===== src/rtl/core/ps2kfr_pkg.sv =====
// Shared constants, types and codes of the PS/2 keyboard frame receiver.
package ps2kfr_pkg;

    localparam int MAP_ENTRIES = 128;
    localparam int MAP_DEPTH   = 2 * MAP_ENTRIES;
    localparam int MAP_ADDR_W  = $clog2(MAP_DEPTH);

    localparam logic [8:0] MAP_ENTRIES_W9 = 9'(MAP_ENTRIES);

    localparam int CFG_IDX_W = 2;
    localparam logic [CFG_IDX_W-1:0] CFG_RELEASE_CODE = 2'd0;
    localparam logic [CFG_IDX_W-1:0] CFG_CTRL_CODE    = 2'd1;
    localparam logic [CFG_IDX_W-1:0] CFG_MAP_LIMIT    = 2'd2;

    localparam logic [7:0] RST_RELEASE_CODE = 8'd240;
    localparam logic [7:0] RST_CTRL_CODE    = 8'd20;
    localparam logic [7:0] RST_MAP_LIMIT    = 8'd104;

    localparam logic REQ_SAMPLE    = 1'b0;
    localparam logic REQ_MAP_WRITE = 1'b1;

    localparam logic [7:0] STOP_ERR_CODE   = 8'd243;
    localparam logic [7:0] PARITY_ERR_CODE = 8'd244;

    localparam logic [1:0] ST_OK     = 2'd0;
    localparam logic [1:0] ST_STOP   = 2'd1;
    localparam logic [1:0] ST_PARITY = 2'd2;

    localparam logic [3:0] DATA_BITS  = 4'd8;
    localparam logic [3:0] FRAME_BITS = 4'd9;

    typedef struct packed {
        logic [7:0] release_code;
        logic [7:0] ctrl_code;
        logic [7:0] map_limit;
    } t_cfg;

    typedef struct packed {
        logic                  valid;
        logic [7:0]            code;
        logic [1:0]            status;
        logic                  in_range;
        logic                  code_new;
        logic                  ctrl_after;
        logic [MAP_ADDR_W-1:0] addr;
    } t_stop;

endpackage


===== src/rtl/core/ps2kfr_if.sv =====
// Handshake channel interfaces of the PS/2 keyboard frame receiver.
interface ps2kfr_in_if;
    logic       valid;
    logic       ready;
    logic       req_type;
    logic       data_bit;
    logic       map_select;
    logic [6:0] map_index;
    logic [7:0] map_value;

    modport source (output valid, req_type, data_bit, map_select, map_index, map_value,
                     input ready);
    modport sink   (input valid, req_type, data_bit, map_select, map_index, map_value,
                     output ready);
endinterface

interface ps2kfr_out_if;
    logic       valid;
    logic       ready;
    logic [7:0] scan_code;
    logic [7:0] ascii_char;
    logic       key_new;
    logic       ctrl_active;
    logic [1:0] frame_status;

    modport source (output valid, scan_code, ascii_char, key_new, ctrl_active, frame_status,
                     input ready);
    modport sink   (input valid, scan_code, ascii_char, key_new, ctrl_active, frame_status,
                     output ready);
endinterface

interface ps2kfr_cfg_if;
    logic                               valid;
    logic                               ready;
    logic [ps2kfr_pkg::CFG_IDX_W-1:0]   index;
    logic [7:0]                         data;

    modport source (output valid, index, data, input ready);
    modport sink   (input valid, index, data, output ready);
endinterface


===== src/rtl/core/ps2kfr_core_top.sv =====
// Top level of the PS/2 keyboard frame receiver: config registers, character map and result stage.
// The block takes one item per clock cycle, sample or map write alike, unless stalled. A stop sample
// issues one synchronous read of the 256 x 8 character map memory; its result waits in the pending
// register beside that read, then moves into the output register. The input stalls only while a
// looked-up result cannot move into an occupied output register that is not being taken. The map
// memory is not cleared at reset: an entry must be written before a frame looks it up.
module ps2_keyboard_frame_receiver_core (
    input  logic        i_clk,
    input  logic        i_rst_n,
    ps2kfr_in_if.sink   i_in,
    ps2kfr_out_if.source o_out,
    ps2kfr_cfg_if.sink  i_cfg
);

    ps2kfr_pkg::t_cfg  r_cfg;
    ps2kfr_pkg::t_stop stop;

    logic       in_fire;
    logic       sample;
    logic       map_we;
    logic [ps2kfr_pkg::MAP_ADDR_W-1:0] map_waddr;
    logic [7:0] map_rdata;
    logic       advance;

    logic       r_pend_valid;
    logic [7:0] r_pend_code;
    logic [1:0] r_pend_status;
    logic       r_pend_in_range;
    logic       r_pend_code_new;
    logic       r_pend_ctrl;

    logic       r_out_valid;
    logic [7:0] r_out_code;
    logic [7:0] r_out_char;
    logic       r_out_key_new;
    logic       r_out_ctrl;
    logic [1:0] r_out_status;

    assign i_cfg.ready = 1'b1;

    always_ff @(posedge i_clk) begin
        if (!i_rst_n) begin
            r_cfg.release_code <= ps2kfr_pkg::RST_RELEASE_CODE;
            r_cfg.ctrl_code    <= ps2kfr_pkg::RST_CTRL_CODE;
            r_cfg.map_limit    <= ps2kfr_pkg::RST_MAP_LIMIT;
        end else if (i_cfg.valid) begin
            case (i_cfg.index)
                ps2kfr_pkg::CFG_RELEASE_CODE: r_cfg.release_code <= i_cfg.data;
                ps2kfr_pkg::CFG_CTRL_CODE:    r_cfg.ctrl_code    <= i_cfg.data;
                ps2kfr_pkg::CFG_MAP_LIMIT:    r_cfg.map_limit    <= i_cfg.data;
                default: begin
                end
            endcase
        end
    end

    assign advance    = !r_out_valid || o_out.ready;
    assign i_in.ready = !r_pend_valid || advance;
    assign in_fire    = i_in.valid && i_in.ready;
    assign sample     = in_fire && (i_in.req_type == ps2kfr_pkg::REQ_SAMPLE);
    assign map_we     = in_fire && (i_in.req_type == ps2kfr_pkg::REQ_MAP_WRITE)
                        && ({2'b00, i_in.map_index} < ps2kfr_pkg::MAP_ENTRIES_W9);
    assign map_waddr  = i_in.map_select
        ? ps2kfr_pkg::MAP_ADDR_W'(ps2kfr_pkg::MAP_ENTRIES)
          + ps2kfr_pkg::MAP_ADDR_W'(i_in.map_index)
        : ps2kfr_pkg::MAP_ADDR_W'(i_in.map_index);

    ps2kfr_frame u_frame (
        .i_clk    (i_clk),
        .i_rst_n  (i_rst_n),
        .i_sample (sample),
        .i_bit    (i_in.data_bit),
        .i_cfg    (r_cfg),
        .o_stop   (stop)
    );

    ps2kfr_ram #(
        .WIDTH (8),
        .DEPTH (ps2kfr_pkg::MAP_DEPTH)
    ) u_map_ram (
        .i_clk   (i_clk),
        .i_we    (map_we),
        .i_waddr (map_waddr),
        .i_wdata (i_in.map_value),
        .i_re    (stop.valid),
        .i_raddr (stop.addr),
        .o_rdata (map_rdata)
    );

    always_ff @(posedge i_clk) begin
        if (!i_rst_n) begin
            r_pend_valid <= 1'b0;
            r_out_valid  <= 1'b0;
        end else begin
            if (stop.valid) begin
                r_pend_valid <= 1'b1;
            end else if (advance) begin
                r_pend_valid <= 1'b0;
            end
            if (advance) begin
                r_out_valid <= r_pend_valid;
            end
        end
    end

    always_ff @(posedge i_clk) begin
        if (stop.valid) begin
            r_pend_code     <= stop.code;
            r_pend_status   <= stop.status;
            r_pend_in_range <= stop.in_range;
            r_pend_code_new <= stop.code_new;
            r_pend_ctrl     <= stop.ctrl_after;
        end
        if (advance && r_pend_valid) begin
            r_out_code    <= r_pend_code;
            r_out_char    <= r_pend_in_range ? map_rdata : 8'd0;
            r_out_key_new <= r_pend_in_range && r_pend_code_new && (map_rdata != 8'd0);
            r_out_ctrl    <= r_pend_ctrl;
            r_out_status  <= r_pend_status;
        end
    end

    assign o_out.valid        = r_out_valid;
    assign o_out.scan_code    = r_out_code;
    assign o_out.ascii_char   = r_out_char;
    assign o_out.key_new      = r_out_key_new;
    assign o_out.ctrl_active  = r_out_ctrl;
    assign o_out.frame_status = r_out_status;

endmodule


===== src/rtl/core/ps2kfr_ram.sv =====
// Generic simple dual-port RAM with one write port and a registered read port.
module ps2kfr_ram #(
    parameter int WIDTH = 8,
    parameter int DEPTH = 256
) (
    input  logic                     i_clk,
    input  logic                     i_we,
    input  logic [$clog2(DEPTH)-1:0] i_waddr,
    input  logic [WIDTH-1:0]         i_wdata,
    input  logic                     i_re,
    input  logic [$clog2(DEPTH)-1:0] i_raddr,
    output logic [WIDTH-1:0]         o_rdata
);

    logic [WIDTH-1:0] r_mem [DEPTH];
    logic [WIDTH-1:0] r_rdata;

    always_ff @(posedge i_clk) begin
        if (i_we) begin
            r_mem[i_waddr] <= i_wdata;
        end
        if (i_re) begin
            r_rdata <= r_mem[i_raddr];
        end
    end

    assign o_rdata = r_rdata;

endmodule


===== src/rtl/core/ps2kfr_frame.sv =====
// Frame assembly: start detection, bit gathering, parity, stop check and ctrl tracking.
module ps2kfr_frame (
    input  logic              i_clk,
    input  logic              i_rst_n,
    input  logic              i_sample,
    input  logic              i_bit,
    input  ps2kfr_pkg::t_cfg  i_cfg,
    output ps2kfr_pkg::t_stop o_stop
);

    logic       r_receiving, n_receiving;
    logic [3:0] r_bit_count, n_bit_count;
    logic [7:0] r_data_shift, n_data_shift;
    logic       r_parity, n_parity;
    logic [7:0] r_last_code, n_last_code;
    logic       r_ctrl, n_ctrl;

    logic       stop_now;
    logic [7:0] code;
    logic [1:0] status;
    logic       ctrl_after;

    always_comb begin
        stop_now = i_sample && r_receiving && (r_bit_count >= ps2kfr_pkg::FRAME_BITS);

        code   = r_data_shift;
        status = ps2kfr_pkg::ST_OK;
        if (!i_bit) begin
            code   = ps2kfr_pkg::STOP_ERR_CODE;
            status = ps2kfr_pkg::ST_STOP;
        end else if (!r_parity) begin
            code   = ps2kfr_pkg::PARITY_ERR_CODE;
            status = ps2kfr_pkg::ST_PARITY;
        end

        if (code == i_cfg.ctrl_code) begin
            ctrl_after = 1'b1;
        end else if (code == i_cfg.release_code) begin
            ctrl_after = 1'b0;
        end else begin
            ctrl_after = r_ctrl;
        end

        o_stop.valid      = stop_now;
        o_stop.code       = code;
        o_stop.status     = status;
        o_stop.in_range   = (code < i_cfg.map_limit) && ({1'b0, code} < ps2kfr_pkg::MAP_ENTRIES_W9);
        o_stop.code_new   = (code != r_last_code);
        o_stop.ctrl_after = ctrl_after;
        o_stop.addr       = r_ctrl
            ? ps2kfr_pkg::MAP_ADDR_W'(ps2kfr_pkg::MAP_ENTRIES) + ps2kfr_pkg::MAP_ADDR_W'(code)
            : ps2kfr_pkg::MAP_ADDR_W'(code);

        n_receiving  = r_receiving;
        n_bit_count  = r_bit_count;
        n_data_shift = r_data_shift;
        n_parity     = r_parity;
        n_last_code  = r_last_code;
        n_ctrl       = r_ctrl;

        if (i_sample) begin
            if (!r_receiving) begin
                if (!i_bit) begin
                    n_receiving = 1'b1;
                    n_bit_count = '0;
                    n_parity    = 1'b0;
                end
            end else if (!stop_now) begin
                if (r_bit_count < ps2kfr_pkg::DATA_BITS) begin
                    n_data_shift = {i_bit, r_data_shift[7:1]};
                end
                n_parity    = r_parity ^ i_bit;
                n_bit_count = r_bit_count + 4'd1;
            end else begin
                n_last_code = code;
                n_ctrl      = ctrl_after;
                n_receiving = 1'b0;
                n_bit_count = '0;
                n_parity    = 1'b0;
            end
        end
    end

    always_ff @(posedge i_clk) begin
        if (!i_rst_n) begin
            r_receiving  <= 1'b0;
            r_bit_count  <= '0;
            r_data_shift <= '0;
            r_parity     <= 1'b0;
            r_last_code  <= ps2kfr_pkg::RST_RELEASE_CODE;
            r_ctrl       <= 1'b0;
        end else begin
            r_receiving  <= n_receiving;
            r_bit_count  <= n_bit_count;
            r_data_shift <= n_data_shift;
            r_parity     <= n_parity;
            r_last_code  <= n_last_code;
            r_ctrl       <= n_ctrl;
        end
    end

endmodule

===== src/flat_wrapper.sv =====
// flat-port wrapper written by rule: the top's interface ports become plain ports
module ps2_keyboard_frame_receiver_core_flat 
  (i_clk, i_rst_n, i_in_valid, i_in_req_type, i_in_data_bit, i_in_map_select, i_in_map_index, i_in_map_value, i_in_ready, o_out_valid, o_out_scan_code, o_out_ascii_char, o_out_key_new, o_out_ctrl_active, o_out_frame_status, o_out_ready, i_cfg_valid, i_cfg_index, i_cfg_data, i_cfg_ready);
  ps2kfr_in_if i_in_i ();
  ps2kfr_out_if o_out_i ();
  ps2kfr_cfg_if i_cfg_i ();
  input  logic i_clk;
  input  logic i_rst_n;
  input wire logic [$bits(i_in_i.valid)-1:0] i_in_valid;
  input wire logic [$bits(i_in_i.req_type)-1:0] i_in_req_type;
  input wire logic [$bits(i_in_i.data_bit)-1:0] i_in_data_bit;
  input wire logic [$bits(i_in_i.map_select)-1:0] i_in_map_select;
  input wire logic [$bits(i_in_i.map_index)-1:0] i_in_map_index;
  input wire logic [$bits(i_in_i.map_value)-1:0] i_in_map_value;
  output wire logic [$bits(i_in_i.ready)-1:0] i_in_ready;
  output wire logic [$bits(o_out_i.valid)-1:0] o_out_valid;
  output wire logic [$bits(o_out_i.scan_code)-1:0] o_out_scan_code;
  output wire logic [$bits(o_out_i.ascii_char)-1:0] o_out_ascii_char;
  output wire logic [$bits(o_out_i.key_new)-1:0] o_out_key_new;
  output wire logic [$bits(o_out_i.ctrl_active)-1:0] o_out_ctrl_active;
  output wire logic [$bits(o_out_i.frame_status)-1:0] o_out_frame_status;
  input wire logic [$bits(o_out_i.ready)-1:0] o_out_ready;
  input wire logic [$bits(i_cfg_i.valid)-1:0] i_cfg_valid;
  input wire logic [$bits(i_cfg_i.index)-1:0] i_cfg_index;
  input wire logic [$bits(i_cfg_i.data)-1:0] i_cfg_data;
  output wire logic [$bits(i_cfg_i.ready)-1:0] i_cfg_ready;
  assign i_in_i.valid = i_in_valid;
  assign i_in_i.req_type = i_in_req_type;
  assign i_in_i.data_bit = i_in_data_bit;
  assign i_in_i.map_select = i_in_map_select;
  assign i_in_i.map_index = i_in_map_index;
  assign i_in_i.map_value = i_in_map_value;
  assign i_in_ready = i_in_i.ready;
  assign o_out_valid = o_out_i.valid;
  assign o_out_scan_code = o_out_i.scan_code;
  assign o_out_ascii_char = o_out_i.ascii_char;
  assign o_out_key_new = o_out_i.key_new;
  assign o_out_ctrl_active = o_out_i.ctrl_active;
  assign o_out_frame_status = o_out_i.frame_status;
  assign o_out_i.ready = o_out_ready;
  assign i_cfg_i.valid = i_cfg_valid;
  assign i_cfg_i.index = i_cfg_index;
  assign i_cfg_i.data = i_cfg_data;
  assign i_cfg_ready = i_cfg_i.ready;
  ps2_keyboard_frame_receiver_core u_core (.i_clk(i_clk), .i_rst_n(i_rst_n), .i_in(i_in_i), .o_out(o_out_i), .i_cfg(i_cfg_i));
endmodule

===== config.mk =====
export PLATFORM = sky130hd
export DESIGN_NAME = ps2_keyboard_frame_receiver_core_flat
export DESIGN_NICKNAME = d
export VERILOG_FILES = /design/src/rtl/core/ps2kfr_pkg.sv /design/src/rtl/core/ps2kfr_if.sv /design/src/rtl/core/ps2kfr_core_top.sv /design/src/rtl/core/ps2kfr_ram.sv /design/src/rtl/core/ps2kfr_frame.sv /design/src/flat_wrapper.sv
export SDC_FILE = /design/constraint.sdc
export NUM_CORES = 2
export LEC_CHECK = 0
export ABC_AREA = 1
export BUFFER_PORTS_ARGS = -buffer_cell sky130_fd_sc_hd__buf_2
export CAP_MARGIN = 20
export CELL_PAD_IN_SITES_DETAIL_PLACEMENT = 2
export CELL_PAD_IN_SITES_GLOBAL_PLACEMENT = 2
export CORE_ASPECT_RATIO = 1.2
export CORE_UTILIZATION = 35
export DETAILED_ROUTE_END_ITERATION = 16
export GPL_TIMING_DRIVEN = 0
export PLACE_DENSITY_LB_ADDON = 0.08
export SLEW_MARGIN = 20
export SYNTH_ARGS = -nofsm -noshare
export SYNTH_HDL_FRONTEND = slang
export SYNTH_SLANG_ARGS = --single-unit

===== constraint.sdc =====
create_clock -name i_clk -period 2.4 [get_ports i_clk]
set_clock_uncertainty 0.2 [all_clocks]
set_input_delay 0.48 -clock i_clk [delete_from_list [all_inputs] [get_ports i_clk]]
set_output_delay 0.48 -clock i_clk [all_outputs]
set_load 0.005 [all_outputs]

After elaboration in Yosys (flattened, before gate mapping)
Memory sizes are Yosys's and may differ from the RTL's. A register that Yosys moved wholly into a read port is not among the register bits.
Cells that the tools add are included.
{"block": "word_totals", "output_inout_bits": 23, "word_cells": 80, "in_bits": 33, "n_memories": 1, "ramBits": 2048, "ff_bits": 82}
{"name": "u_core.u_map_ram.r_mem", "depth": 256, "word_bits": 8, "read_ports": 1, "rd_clocked_by_memory_dff": 1, "wr": 1, "line_no": "ps2kfr_ram.sv:15", "text": "logic [WIDTH-1:0] r_mem [DEPTH];"}
{"block": "classes", "n_reduce_logical": 22, "n_lt_le_gt_ge": 4, "n_addsub": 3, "bitwise_logic": 3, "muxes": 20, "n_eq_ne": 6}
{"cell": "two-way mux 8 bit", "count": 4}
{"cell": "equality test 8 bit", "count": 2}
{"cell": "two-way mux 1 bit", "count": 12}
{"cell": "two-way mux 4 bit", "count": 3}
{"cell": "logical AND 1 bit", "count": 9}
{"cell": "adder 8 x 7 -> 8 bit (first input constant)", "count": 1}
{"cell": "adder 8 bit (first input constant)", "count": 1}
{"cell": "less-than comparator 8 bit", "count": 1}
{"cell": "less-than comparator 8 bit (second input constant)", "count": 1}
{"cell": "!= test 8 bit", "count": 1}
{"cell": "AND reduction 2 bit", "count": 4}
{"cell": "nonzero test 8 bit", "count": 1}
{"cell": "adder 4 x 1 -> 4 bit (second input constant)", "count": 1}
{"cell": "greater-or-equal comparator 4 bit (second input constant)", "count": 1}
{"cell": "less-than comparator 4 bit (second input constant)", "count": 1}
{"cell": "AND reduction 4 bit", "count": 1}
{"cell": "AND reduction 3 bit", "count": 1}
{"cell": "equality test 2 x 1 -> 1 bit (second input constant)", "count": 1}
{"cell": "equality test 2 bit (second input constant)", "count": 1}
{"cell": "zero test 1 bit", "count": 2}
{"cell": "zero test 2 bit", "count": 1}
{"cell": "logical OR 1 bit", "count": 2}
{"cell": "two-way mux 2 bit", "count": 1}
{"cell": "!= test 2 x 1 -> 1 bit (second input constant)", "count": 1}
{"cell": "other kinds (3)", "count": 4}

Depth between registers and ports, before layout
{"block": "logic_depth", "depth_word": 9, "depth_mapped": 17, "depth_no_buf": 13}

Cells and area by module
A second synthesis with hierarchy kept.
{"block": "hier_totals", "cells_unflattened": 7463, "hier_area_um2": 87272.5}
{"mod": "ps2kfr_ram", "area_each_um2": 83476.3, "n_inst": 1, "cells_each": 7003, "seq_area_each_um2": 61739.2}
{"mod": "ps2_keyboard_frame_receiver_core", "area_each_um2": 2175.8, "n_inst": 1, "cells_each": 217, "seq_area_each_um2": 1511.4}
{"mod": "ps2kfr_frame", "area_each_um2": 1620.3, "n_inst": 1, "cells_each": 243, "seq_area_each_um2": 460.4}

Worst setup path after synthesis
No wires, ideal clock.
{"block": "synth_path", "kind": "input -> register", "from": "in o_out_ready", "to": "mem u_core.u_map_ram.r_mem[24][0], enable pin", "t_required_ns": 1.830, "setup_time_ns": 0.370, "path_buffers": 2, "path_stages": 8, "slack_ns": -0.105, "t_arrival_ns": 1.935, "cell_sequence": "inv_1 nand3_1 nand3_1 inv_1 clkbuf_1 nand3b_1 clkbuf_1 nor2_1"}
{"block": "synth_between", "elab_chain_len": 6}
{"element": "start, declared", "line_no": "flat_wrapper.sv:22", "text": "input wire logic [$bits(o_out_i.ready)-1:0] o_out_ready;"}
{"element": "logical OR 1 bit", "line_no": "ps2kfr_core_top.sv:57", "text": "assign advance = !r_out_valid || o_out.ready;"}
{"element": "logical OR 1 bit", "line_no": "ps2kfr_core_top.sv:58", "text": "assign i_in.ready = !r_pend_valid || advance;"}
{"element": "net i_in_ready", "line_no": "flat_wrapper.sv:15", "text": "output wire logic [$bits(i_in_i.ready)-1:0] i_in_ready;"}
{"element": "logical AND 1 bit", "line_no": "ps2kfr_core_top.sv:59", "text": "assign in_fire = i_in.valid && i_in.ready;"}
{"element": "logical AND 1 bit", "line_no": "ps2kfr_core_top.sv:61", "text": "assign map_we = in_fire && (i_in.req_type == ps2kfr_pkg::REQ_MAP_WRITE)"}
{"element": "two-way mux 1 bit", "line_no": "ps2kfr_ram.sv:19", "text": "if (i_we) begin"}
{"element": "two-way mux 1 bit (not written as such)", "line_no": "ps2kfr_ram.sv:20", "text": "r_mem[i_waddr] <= i_wdata;"}
{"element": "end, declared", "line_no": "ps2kfr_ram.sv:15"}
The timed path passes the listed nets, and every way through them passes these cells.

Final worst setup path
{"block": "layout_path", "from": "reg u_core.u_frame.r_parity", "to": "reg u_core.u_map_ram.r_rdata[1] (netlist: u_core.u_map_ram.o_rdata[1]) (read register of u_core.u_map_ram.r_mem) (data pin)"}
{"block": "layout_between", "elab_chain_len": 4}
{"element": "start, declared", "line_no": "ps2kfr_frame.sv:14", "text": "logic r_parity, n_parity;"}
{"element": "start signal, assigned", "line_no": "ps2kfr_frame.sv:96", "text": "r_parity <= n_parity;"}
{"element": "two-way mux 8 bit *", "line_no": "ps2kfr_frame.sv:31", "text": "end else if (!r_parity) begin"}
{"element": "two-way mux 8 bit *", "line_no": "ps2kfr_frame.sv:28", "text": "if (!i_bit) begin"}
{"element": "adder 8 bit", "line_no": "ps2kfr_frame.sv:51", "text": "? ps2kfr_pkg::MAP_ADDR_W'(ps2kfr_pkg::MAP_ENTRIES) + ps2kfr_pkg::MAP_ADDR_W'(code)"}
{"element": "two-way mux 8 bit *", "line_no": "ps2kfr_frame.sv:51"}
{"element": "end, declared", "line_no": "ps2kfr_ram.sv:16", "text": "logic [WIDTH-1:0] r_rdata;"}
Every way passes the cells marked *; elsewhere a longest branch is shown, timed or not.
A chain may end at the register's enable or synchronous reset.

==> flow_summary.yaml <==
synthesis:
  synth.top_cell.area_share: 0.672
  postSynthAreaPerCell_um2: 11.0
  synthFlopType: "edfxtp_1"
  syn_inst: 8493
  synth_nets: 8535
  netlist_area_mm2: 0.0934
  ys_types: 32
  yosys-top-cells-count: "edfxtp_1, nand3_1, nand2_1, inv_1, nand3b_1"
  seq_area_frac_synth: 0.682
  synthMostInstantiatedCell: "edfxtp_1"
  synth.largest_area_cell: "edfxtp_1"
  synth_warnings: 0
  netlist_top_cells_area: "edfxtp_1, nand3_1, nand2_1"
  synth-async-reset-ratio: 0
  ys_ff_latch: 2138
  synth_edf_count: 2089
power_and_ir_drop:
  p_leak_nw: 45.1
  powerDensity_mw_per_mm2: 715
  max-vdd-ir-drop_mv: 0.636
  power_w: 0.0853
routing:
  firstDrtPassIters: 6
  vias: 72500
  via_per_inst: 5.65
  ant_nets: 0
  first_iter_violations: 7119
  top_layer_used: "met5"
  wl_um: 469000
  met3_length_um: 27800
  drc_errors: 0
  wl_met2_um: 229000
  wl_per_cell_um: 36.6
  met1Wirelength_um: 180000
setup_path:
  endpoint: "u_core.u_map_ram.o_rdata[1]"
  worstPathArrival_ns: 3.56
  regToRegSetupSlack_ns: -0.68
  start_kind: "register"
  r2r-start: "u_core.u_frame.r_parity"
  crit_required_ns: 2.88
  r2r_end: "u_core.u_map_ram.o_rdata[1]"
  ff2ff_path_depth: 13
  path_max_fanout: 8
  worstSetupPathType: "register to register"
  crit_start: "u_core.u_frame.r_parity"
  endpoint_kind: "register"
global_route:
  grt_pass1_wl_um: 628000
  gr-total-overflow: 0
  grt_pass1_vias: 76500
  antenna_found_initial: 28
  grt_max_degree: 100
  gr-usage-all-layers: 0.340
timing:
  hold_viol: 17
  period_minus_slack_ns: 3.08
  finalSetupTns_ns: -7.79
  fin_ws_ns: -0.683
  slew_violations: 0
  fmaxAchievable_mhz: 324
  slew_headroom: 0.343
  fin_crit_sh: 1.28
  grt_setup_unrepaired: "yes"
  tightestPinTransition_ns: 0.986
  setup_violations: 67
  holdWs_ns: -0.00739
final_layout:
  fill_cells: 26500
  area_growth_syn_to_layout_pct: 27.6
  layout.cells.non_filler: 12800
  fin_util: 0.449
  drive_gt1_frac: 0.215
  final_nets: 9118
placement:
  gp_congestion: 0.907
  dp_cells: 12100
  post-place-ws_ns: -2.79
  portBuffers: 52
  place_hpwl_um: 324000
floorplanning:
  initial_core_util: 0.352
  dieArea_mm2: 0.269
  coreArea_mm2: 0.265
  placementRows: 207
  io_pins: 56
  die_width_um: 474
  die_h_um: 568
status:
  status: "complete, but fails checks"
  failed_checks: "negative hold slack, negative setup slack"
cts:
  cts.sinks: 2138
  worstSkewPairLatency_ns: 0.95
  htree_levels: 4
  cts_buffer_depth: 4
  path_clk_slew_ns: 0.07
  root_buffer: "clkbuf_16"
  cts_buffers: 237
  cts_tree: "done"
min_path:
  hp-class: "input pin to register"
  min_path_cells: 3
job:
  drv_cap: 0
-- registers in the layout, indices dropped and copies added, names as in the netlist --
name and flops:
u_core.o_out.ascii_char 8, u_core.o_out.ctrl_active 1, u_core.o_out.frame_status 2, u_core.o_out.key_new 1
u_core.o_out.scan_code 8, u_core.o_out.valid 1, u_core.r_cfg 24, u_core.r_pend_code 8
u_core.r_pend_code_new 1, u_core.r_pend_ctrl 1, u_core.r_pend_in_range 1, u_core.r_pend_status 2
u_core.r_pend_valid 1, u_core.u_frame.r_bit_count 4, u_core.u_frame.r_ctrl 1, u_core.u_frame.r_data_shift 8
u_core.u_frame.r_last_code 8, u_core.u_frame.r_parity 1, u_core.u_frame.r_receiving 1, u_core.u_map_ram.o_rdata 8
u_core.u_map_ram.r_mem 2048
-- critical path: stages (launching register included) --
cell	delay, ns
dfxtp_4	0.47
clkinvlp_4	0.23
o21ai_4	0.27
buf_12	0.21
buf_16	0.21
buf_12	0.16
clkbuf_16	0.15
nand3_1	0.10
nand3_2	0.14
nand3_4	0.15
nand3_4	0.12
nand3_2	0.13
nand3_4	0.16
nand2_4	0.09
-- metal layers --
layer | track usage | up-vias
met4 | 0.203 | 8
met1 | 0.410 | 38300
met5 | 0 | -
met3 | 0.0457 | 1003
met2 | 0.577 | 2861
li1 | - | 30400
-- area by class of cell --
class	count	area (um2)	share of cell area
sequential	2138	63700	0.535
timing repair buffer	345	5150	0.0432
tap	3553	4450	0.0373
antenna	6	15.0	0.000126
inverter	1092	4130	0.0346
buffer	571	5590	0.0469
clock buffer	284	6210	0.0521
multi-input combinational	4691	28700	0.241
clock inverter	142	1260	0.0106
-- stage by stage --
stage / instance area, um2 / hold slack, ns
after global placement: 98200 / 0.204
after CTS: 116000 / 0.0362
after detailed placement: 99600 / 0.206
after global routing: 119000 / 0.0173
after floorplan: 93500 / 0.200
final: 119000 / -0.00739
-- report_power, final --
group / total, W / internal (W) / switching [W]
Sequential: 0.0410 / 0.0410 / 0.0000307
Clock: 0.0368 / 0.0207 / 0.0161
Combinational: 0.00742 / 0.00204 / 0.00539
Total: 0.0853 / 0.0637 / 0.0216
-- logic make-up after synthesis --
logic type                 synth area share
AOI/OAI and AO/OA                    0.0124
buffers and inverters                0.0711
and+or+nand+nor                       0.231
xor gates and xnor gates            0.00197
other                             0.0000401
DFF                                   0.682
adders and majority gates           0.00121
-- worst min-delay path by stage --
stage / startpoint / to / slack, ns
CTS: i_cfg_index[0] / u_core.r_cfg[13] / 0.04
finish: i_in_map_index[5] / u_core.u_map_ram.r_mem[114][5] / -0.007
global placement: u_core.r_pend_code[6] / u_core.o_out.scan_code[6] / 0.20
global route: i_in_map_index[5] / u_core.u_map_ram.r_mem[114][0] / 0.02
detailed placement: u_core.r_pend_code[2] / u_core.o_out.scan_code[2] / 0.21
floorplan: u_core.r_pend_ctrl / u_core.o_out.ctrl_active / 0.20
-- timing repair --
action,CTS,global route
cloned,8,11
pin swaps,150,137
resized for setup,1748,515
setup endpoints to repair,2103,944
hold buffers,33,2
hold endpoints to repair,441,4
buffers inserted,165,33
-- cells in the final DEF, fill, tap and decap left out, types with 72 or more instances in the layout --
cell	count
edfxtp_1	2089
nand2_1	1523
nand3_1	1419
inv_1	1081
nand3b_1	646
nand3_2	312
clkbuf_16	255
nor2_4	193
buf_12	168
nand3_4	161
buf_4	160
clkbuf_2	99
buf_2	99
buf_6	95
nor2_1	80
o21ai_0	80
clkbuf_1	74
o211ai_1	72
No activity file was read; power rests on OpenSTA's default activity.
